### src/hdl/tdts_pkg.sv
// Package: character classes, scanner states, token kinds and result type.
package tdts_pkg;

    localparam int TEXT_BUFFER_DEF = 9;
    localparam int CharMax = 8;

    typedef enum logic [3:0] {
        C_WS = 4'd0, C_DIG = 4'd1, C_LET = 4'd2, C_SGN = 4'd3, C_OPR = 4'd4,
        C_LT = 4'd5, C_GT = 4'd6, C_COL = 4'd7, C_EQ = 4'd8, C_SEMI = 4'd9,
        C_PAR = 4'd10, C_EOF = 4'd11, C_UNK = 4'd12
    } cls_t;

    typedef enum logic [17:0] {
        S_START  = 18'h00001, S_LIT   = 18'h00002, S_WORD  = 18'h00004,
        S_SIGN   = 18'h00008, S_OPR   = 18'h00010, S_EQ    = 18'h00020,
        S_NEQ    = 18'h00040, S_LT    = 18'h00080, S_LTE   = 18'h00100,
        S_GT     = 18'h00200, S_GTE   = 18'h00400, S_COLON = 18'h00800,
        S_ASSIGN = 18'h01000, S_SEMI  = 18'h02000, S_PAREN = 18'h04000,
        S_ERR    = 18'h08000, S_ACC   = 18'h10000, S_END   = 18'h20000
    } st_t;

    localparam logic [4:0] K_LIT    = 5'd0;
    localparam logic [4:0] K_IDENT  = 5'd1;
    localparam logic [4:0] K_VAR    = 5'd2;
    localparam logic [4:0] K_BEGIN  = 5'd3;
    localparam logic [4:0] K_END    = 5'd4;
    localparam logic [4:0] K_INT    = 5'd5;
    localparam logic [4:0] K_READ   = 5'd6;
    localparam logic [4:0] K_WRITE  = 5'd7;
    localparam logic [4:0] K_IF     = 5'd8;
    localparam logic [4:0] K_ELSE   = 5'd9;
    localparam logic [4:0] K_WHILE  = 5'd10;
    localparam logic [4:0] K_PLUS   = 5'd11;
    localparam logic [4:0] K_MINUS  = 5'd12;
    localparam logic [4:0] K_MUL    = 5'd13;
    localparam logic [4:0] K_DIV    = 5'd14;
    localparam logic [4:0] K_EQ     = 5'd15;
    localparam logic [4:0] K_NEQ    = 5'd16;
    localparam logic [4:0] K_LT     = 5'd17;
    localparam logic [4:0] K_LTE    = 5'd18;
    localparam logic [4:0] K_GT     = 5'd19;
    localparam logic [4:0] K_GTE    = 5'd20;
    localparam logic [4:0] K_COLON  = 5'd21;
    localparam logic [4:0] K_ASSIGN = 5'd22;
    localparam logic [4:0] K_SEMI   = 5'd23;
    localparam logic [4:0] K_LPAR   = 5'd24;
    localparam logic [4:0] K_RPAR   = 5'd25;
    localparam logic [4:0] K_EOI    = 5'd26;
    localparam logic [4:0] K_INV    = 5'd27;
    localparam logic [4:0] K_LONG   = 5'd28;

    // Result item as it leaves the scanner
    typedef struct packed {
        logic [4:0]         kind;
        logic [15:0]        row;
        logic [15:0]        col;
        logic signed [27:0] value;
        logic [63:0]        chars;
        logic [3:0]         len;
        logic               last;
    } res_t;

    localparam int ResW = $bits(res_t);

    // Keyword texts, first char in lowest byte
    function automatic logic [4:0] kw_match(input logic [63:0] t, input logic [3:0] n);
        logic [4:0] k;
        k = K_IDENT;
        if (n == 4'd3 && t[23:0] == 24'h726176) k = K_VAR;
        if (n == 4'd5 && t[39:0] == 40'h6E69676562) k = K_BEGIN;
        if (n == 4'd3 && t[23:0] == 24'h646E65) k = K_END;
        if (n == 4'd3 && t[23:0] == 24'h746E69) k = K_INT;
        if (n == 4'd4 && t[31:0] == 32'h64616572) k = K_READ;
        if (n == 4'd5 && t[39:0] == 40'h6574697277) k = K_WRITE;
        if (n == 4'd2 && t[15:0] == 16'h6669) k = K_IF;
        if (n == 4'd4 && t[31:0] == 32'h65736C65) k = K_ELSE;
        if (n == 4'd5 && t[39:0] == 40'h656C696877) k = K_WHILE;
        return k;
    endfunction

    function automatic cls_t class_of(input logic [7:0] c);
        cls_t r;
        r = C_UNK;
        if (c == 8'h20 || c == 8'h09 || c == 8'h0A || c == 8'h0D) r = C_WS;
        else if (c >= 8'h30 && c <= 8'h39) r = C_DIG;
        else if ((c >= 8'h41 && c <= 8'h5A) || (c >= 8'h61 && c <= 8'h7A)) r = C_LET;
        else if (c == 8'h2B || c == 8'h2D) r = C_SGN;
        else if (c == 8'h2A || c == 8'h2F) r = C_OPR;
        else if (c == 8'h3C) r = C_LT;
        else if (c == 8'h3E) r = C_GT;
        else if (c == 8'h3A) r = C_COL;
        else if (c == 8'h3D) r = C_EQ;
        else if (c == 8'h3B) r = C_SEMI;
        else if (c == 8'h28 || c == 8'h29) r = C_PAR;
        return r;
    endfunction

    // Transition table
    function automatic st_t next_of(input st_t s, input cls_t c);
        st_t n;
        n = S_ACC;
        if (c == C_UNK) n = S_ERR;
        else begin
            case (s)
                S_START:
                begin
                    case (c)
                        C_WS: n = S_START;
                        C_DIG: n = S_LIT;
                        C_LET: n = S_WORD;
                        C_SGN: n = S_SIGN;
                        C_OPR: n = S_OPR;
                        C_LT: n = S_LT;
                        C_GT: n = S_GT;
                        C_COL: n = S_COLON;
                        C_EQ: n = S_EQ;
                        C_SEMI: n = S_SEMI;
                        C_PAR: n = S_PAREN;
                        C_EOF: n = S_END;
                        default: n = S_ERR;
                    endcase
                end
                S_LIT: if (c == C_DIG) n = S_LIT; else if (c == C_LET) n = S_ERR;
                S_WORD:
                begin
                    if (c == C_DIG || c == C_LET) n = S_WORD;
                    else if (c == C_SGN || c == C_OPR) n = S_ERR;
                end
                S_SIGN: if (c == C_DIG) n = S_LIT;
                S_LT:
                begin
                    if (c == C_LT) n = S_ERR;
                    else if (c == C_GT) n = S_NEQ;
                    else if (c == C_EQ) n = S_LTE;
                end
                S_LTE, S_GTE: if (c == C_LT || c == C_GT) n = S_ERR;
                S_GT:
                begin
                    if (c == C_LT || c == C_GT) n = S_ERR;
                    else if (c == C_EQ) n = S_GTE;
                end
                S_COLON: if (c == C_EQ) n = S_ASSIGN;
                S_ASSIGN, S_SEMI: if (c == C_EQ) n = S_ERR;
                default: n = S_ACC;
            endcase
        end
        return n;
    endfunction

endpackage

### src/hdl/tdts_front.sv
// Front: classify bytes, step the transition table, build result requests.
module tdts_front #(
    parameter int TEXT_BUFFER = tdts_pkg::TEXT_BUFFER_DEF
) (
    input  logic                clk,
    input  logic                rst_n,
    input  logic                in_valid,
    output logic                in_ready,
    input  logic [7:0]          in_char,
    input  logic                in_eoi,
    output logic                q_push,
    output logic [1:0]          q_cnt,
    output tdts_pkg::res_t      q_a,
    output tdts_pkg::res_t      q_b,
    input  logic [1:0]          q_space
);
    import tdts_pkg::*;

    // Text count wide enough for any text limit up to 15
    localparam int CW = 4;

    st_t                st_reg;
    logic [63:0]        txt_reg;
    logic [CW-1:0]      cnt_reg;
    logic [27:0]        acc_reg;
    logic [15:0]        trow_reg, tcol_reg, crow_reg, ccol_reg;

    st_t                st_next;
    logic [63:0]        txt_next;
    logic [CW-1:0]      cnt_next;
    logic [27:0]        acc_next;
    logic [15:0]        trow_next, tcol_next, crow_next, ccol_next;
    logic [1:0]         n_res;
    res_t               r0, r1;

    function automatic logic [63:0] masked(input logic [63:0] t, input logic [CW-1:0] n);
        logic [63:0] m;
        m = '0;
        for (int i = 0; i < CharMax; i++)
            if (CW'(i) < n) m[8*i +: 8] = 8'hFF;
        return t & m;
    endfunction

    function automatic res_t mk(input logic [4:0] k, input logic [15:0] rw,
                                input logic [15:0] cl, input logic [27:0] v,
                                input logic [63:0] ch, input logic [CW-1:0] n);
        res_t r;
        r.kind = k; r.row = rw; r.col = cl; r.value = v; r.chars = ch;
        r.len = 4'(n); r.last = 1'b0;
        return r;
    endfunction

    // Accept when the queue can take the worst case of two results
    assign in_ready = (q_space == 2'd2);
    assign q_push = in_valid && in_ready && (n_res != 2'd0);
    assign q_cnt = n_res;
    assign q_a = r0;
    assign q_b = r1;

    // Step the scanner, at most two passes per byte
    always_comb
    begin
        cls_t        cls;
        logic        nl, done, adv;
        st_t         s, ns;
        logic [4:0]  kind;
        logic [27:0] val;
        res_t        rr;
        cls = in_eoi ? C_EOF : class_of(in_char);
        nl = !in_eoi && in_char == 8'h0A;
        st_next = st_reg; txt_next = txt_reg; cnt_next = cnt_reg; acc_next = acc_reg;
        trow_next = trow_reg; tcol_next = tcol_reg; crow_next = crow_reg;
        ccol_next = ccol_reg;
        n_res = 2'd0; r0 = '0; r1 = '0; done = 1'b0; adv = 1'b0;
        s = S_START; ns = S_START; kind = K_IDENT; val = '0;
        for (int p = 0; p < 3; p++) begin
            rr = '0;
            if (!done) begin
                s = (st_next inside {S_ACC, S_END}) ? S_START : st_next;
                ns = next_of(s, cls);
                if (s == S_START && ns == S_END) begin
                    rr = mk(K_EOI, crow_next, ccol_next, '0, '0, '0);
                    if (n_res == 2'd0) r0 = rr; else r1 = rr;
                    n_res = n_res + 2'd1; done = 1'b1;
                end else if ((s == S_ERR && ns != S_ERR) ||
                             (s != S_START && ns == S_ACC && cnt_next >= CW'(TEXT_BUFFER))) begin
                    if (cnt_next < CW'(TEXT_BUFFER) && s == S_ERR)
                        rr = mk(K_INV, trow_next, tcol_next, '0,
                                masked(txt_next, cnt_next), cnt_next);
                    else
                        rr = mk(K_LONG, trow_next, tcol_next, '0, '0, '0);
                    if (n_res == 2'd0) r0 = rr; else r1 = rr;
                    n_res = n_res + 2'd1;
                    cnt_next = '0; acc_next = '0; st_next = S_START;
                    adv = 1'b1;
                    if (!in_eoi) done = 1'b1;
                end else if (s != S_START && ns == S_ACC) begin
                    val = '0;
                    case (s)
                        S_LIT:
                        begin
                            kind = K_LIT;
                            val = (txt_next[7:0] == 8'h2D) ? (28'd0 - acc_next) : acc_next;
                        end
                        S_WORD: kind = kw_match(masked(txt_next, cnt_next), 4'(cnt_next));
                        S_SIGN: kind = (txt_next[7:0] == 8'h2B) ? K_PLUS : K_MINUS;
                        S_OPR: kind = (txt_next[7:0] == 8'h2A) ? K_MUL : K_DIV;
                        S_PAREN: kind = (txt_next[7:0] == 8'h28) ? K_LPAR : K_RPAR;
                        S_EQ: kind = K_EQ;
                        S_NEQ: kind = K_NEQ;
                        S_LT: kind = K_LT;
                        S_LTE: kind = K_LTE;
                        S_GT: kind = K_GT;
                        S_GTE: kind = K_GTE;
                        S_COLON: kind = K_COLON;
                        S_ASSIGN: kind = K_ASSIGN;
                        // remaining accepting state is the semicolon
                        default: kind = K_SEMI;
                    endcase
                    rr = mk(kind, trow_next, tcol_next, val,
                            masked(txt_next, cnt_next), cnt_next);
                    if (n_res == 2'd0) r0 = rr; else r1 = rr;
                    n_res = n_res + 2'd1;
                    cnt_next = '0; acc_next = '0; st_next = S_START;
                end else begin
                    if (s == S_START && ns != S_START) begin
                        trow_next = crow_next; tcol_next = ccol_next;
                        cnt_next = '0; acc_next = '0;
                    end
                    st_next = ns;
                    if (ns != S_START && cnt_next < CW'(TEXT_BUFFER)) begin
                        if (cnt_next < CW'(CharMax))
                            txt_next[8*cnt_next[2:0] +: 8] = in_char;
                        cnt_next = cnt_next + CW'(1);
                        if (ns == S_LIT && cls == C_DIG)
                            acc_next = 28'((acc_next * 28'd10) + 28'(in_char - 8'h30));
                    end
                    adv = 1'b1; done = 1'b1;
                end
                if (adv) begin
                    adv = 1'b0;
                    if (nl) begin
                        if (crow_next != 16'hFFFF) crow_next = crow_next + 16'd1;
                        ccol_next = 16'd1;
                    end else if (ccol_next != 16'hFFFF) ccol_next = ccol_next + 16'd1;
                end
            end
        end
        if (n_res == 2'd1) r0.last = 1'b1;
        if (n_res == 2'd2) r1.last = 1'b1;
    end

    // Commit state on an accepted byte
    always_ff @(posedge clk or negedge rst_n)
    begin
        if (!rst_n) begin
            st_reg <= S_START; cnt_reg <= '0; acc_reg <= '0;
            trow_reg <= 16'd1; tcol_reg <= 16'd1; crow_reg <= 16'd1; ccol_reg <= 16'd1;
        end else if (in_valid && in_ready) begin
            st_reg <= st_next; cnt_reg <= cnt_next; acc_reg <= acc_next;
            trow_reg <= trow_next; tcol_reg <= tcol_next;
            crow_reg <= crow_next; ccol_reg <= ccol_next;
        end
    end

    always_ff @(posedge clk)
    begin
        if (in_valid && in_ready) txt_reg <= txt_next;
    end

`ifndef SYNTHESIS
    a_cnt: assert property (@(posedge clk) disable iff (!rst_n)
        cnt_reg <= CW'(TEXT_BUFFER)) else $error("text count overflow");
    a_push: assert property (@(posedge clk) disable iff (!rst_n)
        q_push |-> in_ready) else $error("push without room");
    a_row: assert property (@(posedge clk) disable iff (!rst_n)
        crow_reg != 16'd0 && ccol_reg != 16'd0) else $error("cursor zero");
`endif
endmodule

### src/hdl/tdts_back.sv
// Back: result queue of four entries feeding the output stream.
module tdts_back (
    input  logic                clk,
    input  logic                rst_n,
    input  logic                q_push,
    input  logic [1:0]          q_cnt,
    input  tdts_pkg::res_t      q_a,
    input  tdts_pkg::res_t      q_b,
    output logic [1:0]          q_space,
    output logic                out_valid,
    input  logic                out_ready,
    output tdts_pkg::res_t      out_res
);
    import tdts_pkg::*;

    res_t        mem_reg [4];
    logic [1:0]  wp_reg, rp_reg;
    logic [2:0]  cnt_reg;
    logic        pop;
    logic [2:0]  nin;

    assign out_valid = (cnt_reg != 3'd0);
    assign out_res = mem_reg[rp_reg];
    assign pop = out_valid && out_ready;
    assign nin = q_push ? {1'b0, q_cnt} : 3'd0;
    // Room for two counts a pop in the same cycle
    assign q_space = (cnt_reg <= 3'd2 || (cnt_reg == 3'd3 && out_ready)) ? 2'd2 : 2'd0;

    // Write one or two requests, advance pointers
    always_ff @(posedge clk or negedge rst_n)
    begin
        if (!rst_n) begin
            wp_reg <= '0; rp_reg <= '0; cnt_reg <= '0;
        end else begin
            wp_reg <= wp_reg + nin[1:0];
            if (pop) rp_reg <= rp_reg + 2'd1;
            cnt_reg <= cnt_reg + nin - {2'b0, pop};
        end
    end

    always_ff @(posedge clk)
    begin
        if (q_push) begin
            mem_reg[wp_reg] <= q_a;
            if (q_cnt == 2'd2) mem_reg[wp_reg + 2'd1] <= q_b;
        end
    end

`ifndef SYNTHESIS
    a_ovf: assert property (@(posedge clk) disable iff (!rst_n)
        cnt_reg <= 3'd4) else $error("queue overflow");
    a_out: assert property (@(posedge clk) disable iff (!rst_n)
        out_valid |-> out_res.kind <= K_LONG) else $error("bad kind");
    a_hold: assert property (@(posedge clk) disable iff (!rst_n)
        (out_valid && !out_ready) |=> out_valid) else $error("result lost");
`endif
endmodule

### src/hdl/table_driven_token_scanner.sv
// Top level: token scanner with a decoupled result queue.
//  channel | dir | handshake                  | payload
//  s_axis  | in  | s_axis_tvalid/tready       | tdata next_char, tuser end_of_input
//  m_axis  | out | m_axis_tvalid/tready       | tdata token fields, tlast last_of_run
// One byte per cycle is accepted; the two-pass transition step is combinational.
// Input stalls unless the four-entry result queue has two free slots, counting a
// result that leaves in the same cycle.
// Reset (rst_n low, asynchronous) returns the scanner to the start state, cursor 1,1.
module table_driven_token_scanner #(
    parameter int TEXT_BUFFER = tdts_pkg::TEXT_BUFFER_DEF
) (
    input  logic         clk,
    input  logic         rst_n,
    input  logic         s_axis_tvalid,
    output logic         s_axis_tready,
    input  logic [7:0]   s_axis_tdata,   // next_char
    input  logic         s_axis_tuser,   // end_of_input
    output logic         m_axis_tvalid,
    input  logic         m_axis_tready,
    // token_kind[4:0] start_row[20:5] start_col[36:21] literal_value[64:37]
    // token_chars[128:65] token_length[132:129], zero to 135
    output logic [135:0] m_axis_tdata,
    output logic         m_axis_tlast    // last_of_run
);
    import tdts_pkg::*;

    logic       q_push;
    logic [1:0] q_cnt, q_space;
    res_t       q_a, q_b, o;

    tdts_front #(.TEXT_BUFFER(TEXT_BUFFER)) u_front (
        .clk, .rst_n, .in_valid(s_axis_tvalid), .in_ready(s_axis_tready),
        .in_char(s_axis_tdata), .in_eoi(s_axis_tuser), .q_push, .q_cnt,
        .q_a, .q_b, .q_space);

    tdts_back u_back (
        .clk, .rst_n, .q_push, .q_cnt, .q_a, .q_b, .q_space,
        .out_valid(m_axis_tvalid), .out_ready(m_axis_tready), .out_res(o));

    assign m_axis_tdata = {3'b0, o.len, o.chars, o.value, o.col, o.row, o.kind};
    assign m_axis_tlast = o.last;
endmodule
### config.mk
export PLATFORM = sky130hd
export DESIGN_NAME = table_driven_token_scanner
export DESIGN_NICKNAME = d
export VERILOG_FILES = /design/src/hdl/tdts_pkg.sv /design/src/hdl/tdts_front.sv /design/src/hdl/tdts_back.sv /design/src/hdl/table_driven_token_scanner.sv
export SDC_FILE = /design/constraint.sdc
export NUM_CORES = 2
export LEC_CHECK = 0
export ABC_AREA = 1
export BUFFER_PORTS_ARGS = -buffer_cell sky130_fd_sc_hd__buf_2
export CAP_MARGIN = 40
export CORE_UTILIZATION = 45
export CTS_BUF_LIST = sky130_fd_sc_hd__clkbuf_4
export DETAILED_ROUTE_END_ITERATION = 10
export HOLD_SLACK_MARGIN = 0.12
export PLACE_DENSITY = 0.61
export RECOVER_POWER = 50
export SLEW_MARGIN = 20
export SYNTH_ARGS = -nofsm -noshare
export SYNTH_HDL_FRONTEND = slang
export SYNTH_SLANG_ARGS = --single-unit
### constraint.sdc
create_clock -name clk -period 8 [get_ports clk]
set_input_delay 2 -clock clk [delete_from_list [all_inputs] [get_ports clk]]
set_output_delay 2 -clock clk [all_outputs]
set_load 0.01 [all_outputs]
==> reports/metrics.csv <==
metric;value;unit
reg2reg end;u_front.acc_reg[27];
clock tree from TritonCTS;done;
final wirelength;158000;um
slack of the worst reg-to-reg path;-0.06;ns
Synth Area in Simple Gates;22.9;%
layout cells sized above 1;19.5;%
Root Driver;clkbuf_4;
Slew Viols, Final;186;
Hold WC Path Type;flip-flop to flip-flop;
Chip Height;323;um
XOR/XNOR Fraction of Synth Area;2.92;%
VDD IR max;0.439;mV
Max Freq;114;MHz
worst r2r src;u_front.st_reg[13];
largest area contributor in the netlist;edfxtp_1;
gr usage total;29.8;%
Residual DRC;0;
clock power share;18.9;%
post-synthesis adder-cell area fraction;4.72;%
GRT overflow;0;
largest family of logic cells by synthesized area;simple AND/OR/NAND/NOR gates;
WL per Instance;19.8;um
Post-DRT Antenna Nets;0;
worst setup path startpoint;s_axis_tdata[5];
ys async rst share;16.8;%
measured slew at the worst slew-check pin;3.62;ns
GPL Wtd Cong;1.02;
Switch Pwr;8.01;mW
Final nets;6615;
TNS Setup;-4.64;ns
vias in the first global route;40000;
Final Setup Violations;10;
Place WS;-2.10;ns
ys flop type;edfxtp_1;
status;complete, but fails checks;
Synth Area in Compound Gates;13.8;%
#FFs+latches synth;721;
commonest non-fill, non-tap cell in the layout;nand2_1;
Crit Path Class;primary input to flip-flop;
crit end category;flip-flop;
sequential element share of the synthesized area;45.4;%
Synth top area share;38.8;%
H-tree levels;4;
initial drt markers;4869;
final core utilization;54.3;%
commonest non-fill, non-tap cells in the layout;nand2_1 (1262), inv_1 (811), nor2_1 (628);
I/O Buffers;148;
CP arrival;9.73;ns
Max-Cap Viols;4;
worst r2r path cells;58;
Worst Path Max Fanout;5;
Syn-to-layout area delta;19.3;%
Area contributors post-synth;edfxtp_1 (39%), nand2_1 (10%), o21ai_0 (7.1%), inv_1 (6.7%), dfrtp_1 (6.3%);
logic gate share of total power;48.8;%
CTS max path bufs;3;
Clock Skew;0.0708;ns
Synthesis Warnings;0;
Initial Utilization;45.5;%
via count;43500;
Hold EP;u_front.crow_reg[9];
Sequential Power Share;32.4;%
hold_ws;0.503;ns
number of synthesized flops with an enable pin;600;
die area;104000;um^2
DP HPWL;109000;um
fillcell total;9547;
Final Cell Area;55400;um^2
final hold vios;0;
P_leak;26.0;nW
pin count of the biggest net entering global routing;138;
max FFs per register;536;
TritonCTS buffer count;194;
mux share of post-synthesis cell area;0.132;%
final worst-path cycle share;109;%
drt pass-1 iters;6;
internal power;9.21;mW
setup ws final;-0.754;ns
die width;323;um
clock slew seen by the registers of the worst setup and hold paths;0.06;ns
Hold Path Depth;2;
failing checks;max-capacitance violations, max-slew violations, negative setup slack;
placed inst area;51900;um^2
relative slew slack;-141;%
latest clock arrival within the worst-skew pair;1.12;ns
via-per-instance ratio;5.48;
Cell Rows;117;
Sink Count;721;
Power Density;311;nW/um^2
total core area;102000;um^2
sw frac;46.5;%
cell with the most instances on the worst path;nand2_1;
HP Start;u_front.crow_reg[9];
Yosys cell types;69;
Post-Syn Instances;5857;
initial antenna violation count;5;
first-pass GRT wire length;238000;um
Final min period;8.75;ns
post-synthesis cell area;46400;um^2
crit path launch type;primary input;
syn_area_per_cell;7.92;um^2
worst endpoint required time;8.97;ns
io pins;152;
CP max stage delay;0.35;ns
CP max-delay cell;fa_2;
RSZ-0062 raised after global routing;true;
-- Yosys cell counts (5+ instances only) --
cell	number
o211ai_1	42
o21ai_1	21
dfrtp_1	116
dfstp_2	5
a31oi_1	13
clkbuf_1	177
ha_1	167
mux2i_1	5
clkinv_1	9
o31ai_1	13
a21boi_0	10
nand3_1	245
nor2_1	648
nor3_1	112
fa_1	5
o22ai_1	166
inv_2	22
buf_1	16
edfxtp_1	600
a211oi_1	10
o21a_1	14
nand4_1	77
nor2_2	17
nor4_1	39
nand2_2	16
nand3_4	5
xor2_1	109
xnor2_1	44
or2_2	6
nand2_4	6
buf_2	35
nand3_2	10
nand2_1	1297
o21ai_0	660
buf_4	12
nor3b_1	6
o311ai_0	18
nand3b_1	10
a21oi_1	143
inv_1	830
buf_6	46
o41ai_1	8
-- timing repair --
item	in CTS	in global routing
cloned	1	0
hold buffers	0	0
pin swaps	82	74
setup endpoints to repair	12	17
buffers inserted	20	20
gates resized for setup	84	74
-- through the flow --
step | cells | total power [mW]
2_1_floorplan | 5859 | 10.6
3_3_place_gp | 7549 | 13.7
3_5_place_dp | 7559 | 13.9
4_1_cts | 7920 | 17.2
5_1_grt | 7943 | 18.3
6_report | 7945 | 17.2
-- how the worst max path moves through the flow --
stage / slack (ns) / end
3_5_place_dp: -2.10 / u_front.acc_reg[25]
6_report: -0.75 / u_front.acc_reg[27]
2_1_floorplan: -1.66 / u_front.acc_reg[27]
3_3_place_gp: -1.98 / u_front.acc_reg[27]
4_1_cts: -0.54 / u_front.acc_reg[27]
5_1_grt: -1.34 / u_front.acc_reg[27]
-- power by group through the flow --
| stage | Clock (mW) | Combinational (mW) | Sequential, mW |
|---|---|---|---|
| final | 3.25 | 8.40 | 5.57 |
| after global routing | 3.50 | 9.18 | 5.64 |
| after CTS | 3.32 | 8.29 | 5.56 |
| after detailed placement | 0 | 8.23 | 5.64 |
| after global placement | 0 | 8.07 | 5.62 |
| after floorplan | 0 | 5.11 | 5.51 |
-- area by class of cell --
type | instances | area [um^2] | area share, %
multi-input combinational | 3990 | 21900 | 39.6
inverter | 862 | 3280 | 5.92
clock inverter | 63 | 317 | 0.572
timing repair inverter | 1 | 6.26 | 0.0113
antenna | 3 | 7.51 | 0.0136
sequential | 721 | 21100 | 38.0
clock buffer | 277 | 2080 | 3.76
tap | 1368 | 1710 | 3.09
timing repair buffer | 660 | 4970 | 8.97
-- kinds of logic after synthesis --
| kind of cell | count (synthesis) |
|---|---|
| AND/OR/NAND/NOR | 2509 |
| buffers and inverters | 1148 |
| AO/OA/AOI/OAI | 1146 |
| flip-flops | 721 |
| adder cells (fa/ha/maj) | 172 |
| XOR/XNOR | 154 |
| multiplexers | 6 |
| other | 1 |
-- routing by layer --
layer | track usage, % | vias up | share of wire [%] | wire [um]
met3 | 5.33 | 242 | 9.6 | 15100
met2 | 44.9 | 1911 | 44 | 68900
met4 | 9.68 | 4 | 2.6 | 4030
li1 | - | 20800 | - | -
met5 | 0 | - | 0.022 | 34
met1 | 43.2 | 20500 | 44 | 69500
-- critical path, delay by kind of cell --
kind | cells | cell delay (ns)
and+or+nand+nor | 31 | 2.82
xor gates and xnor gates | 3 | 0.43
AOI/OAI and AO/OA | 14 | 1.89
buffers and inverters | 7 | 0.52
adders and majority gates | 8 | 2.05
Power figures use the tool's default switching activity.
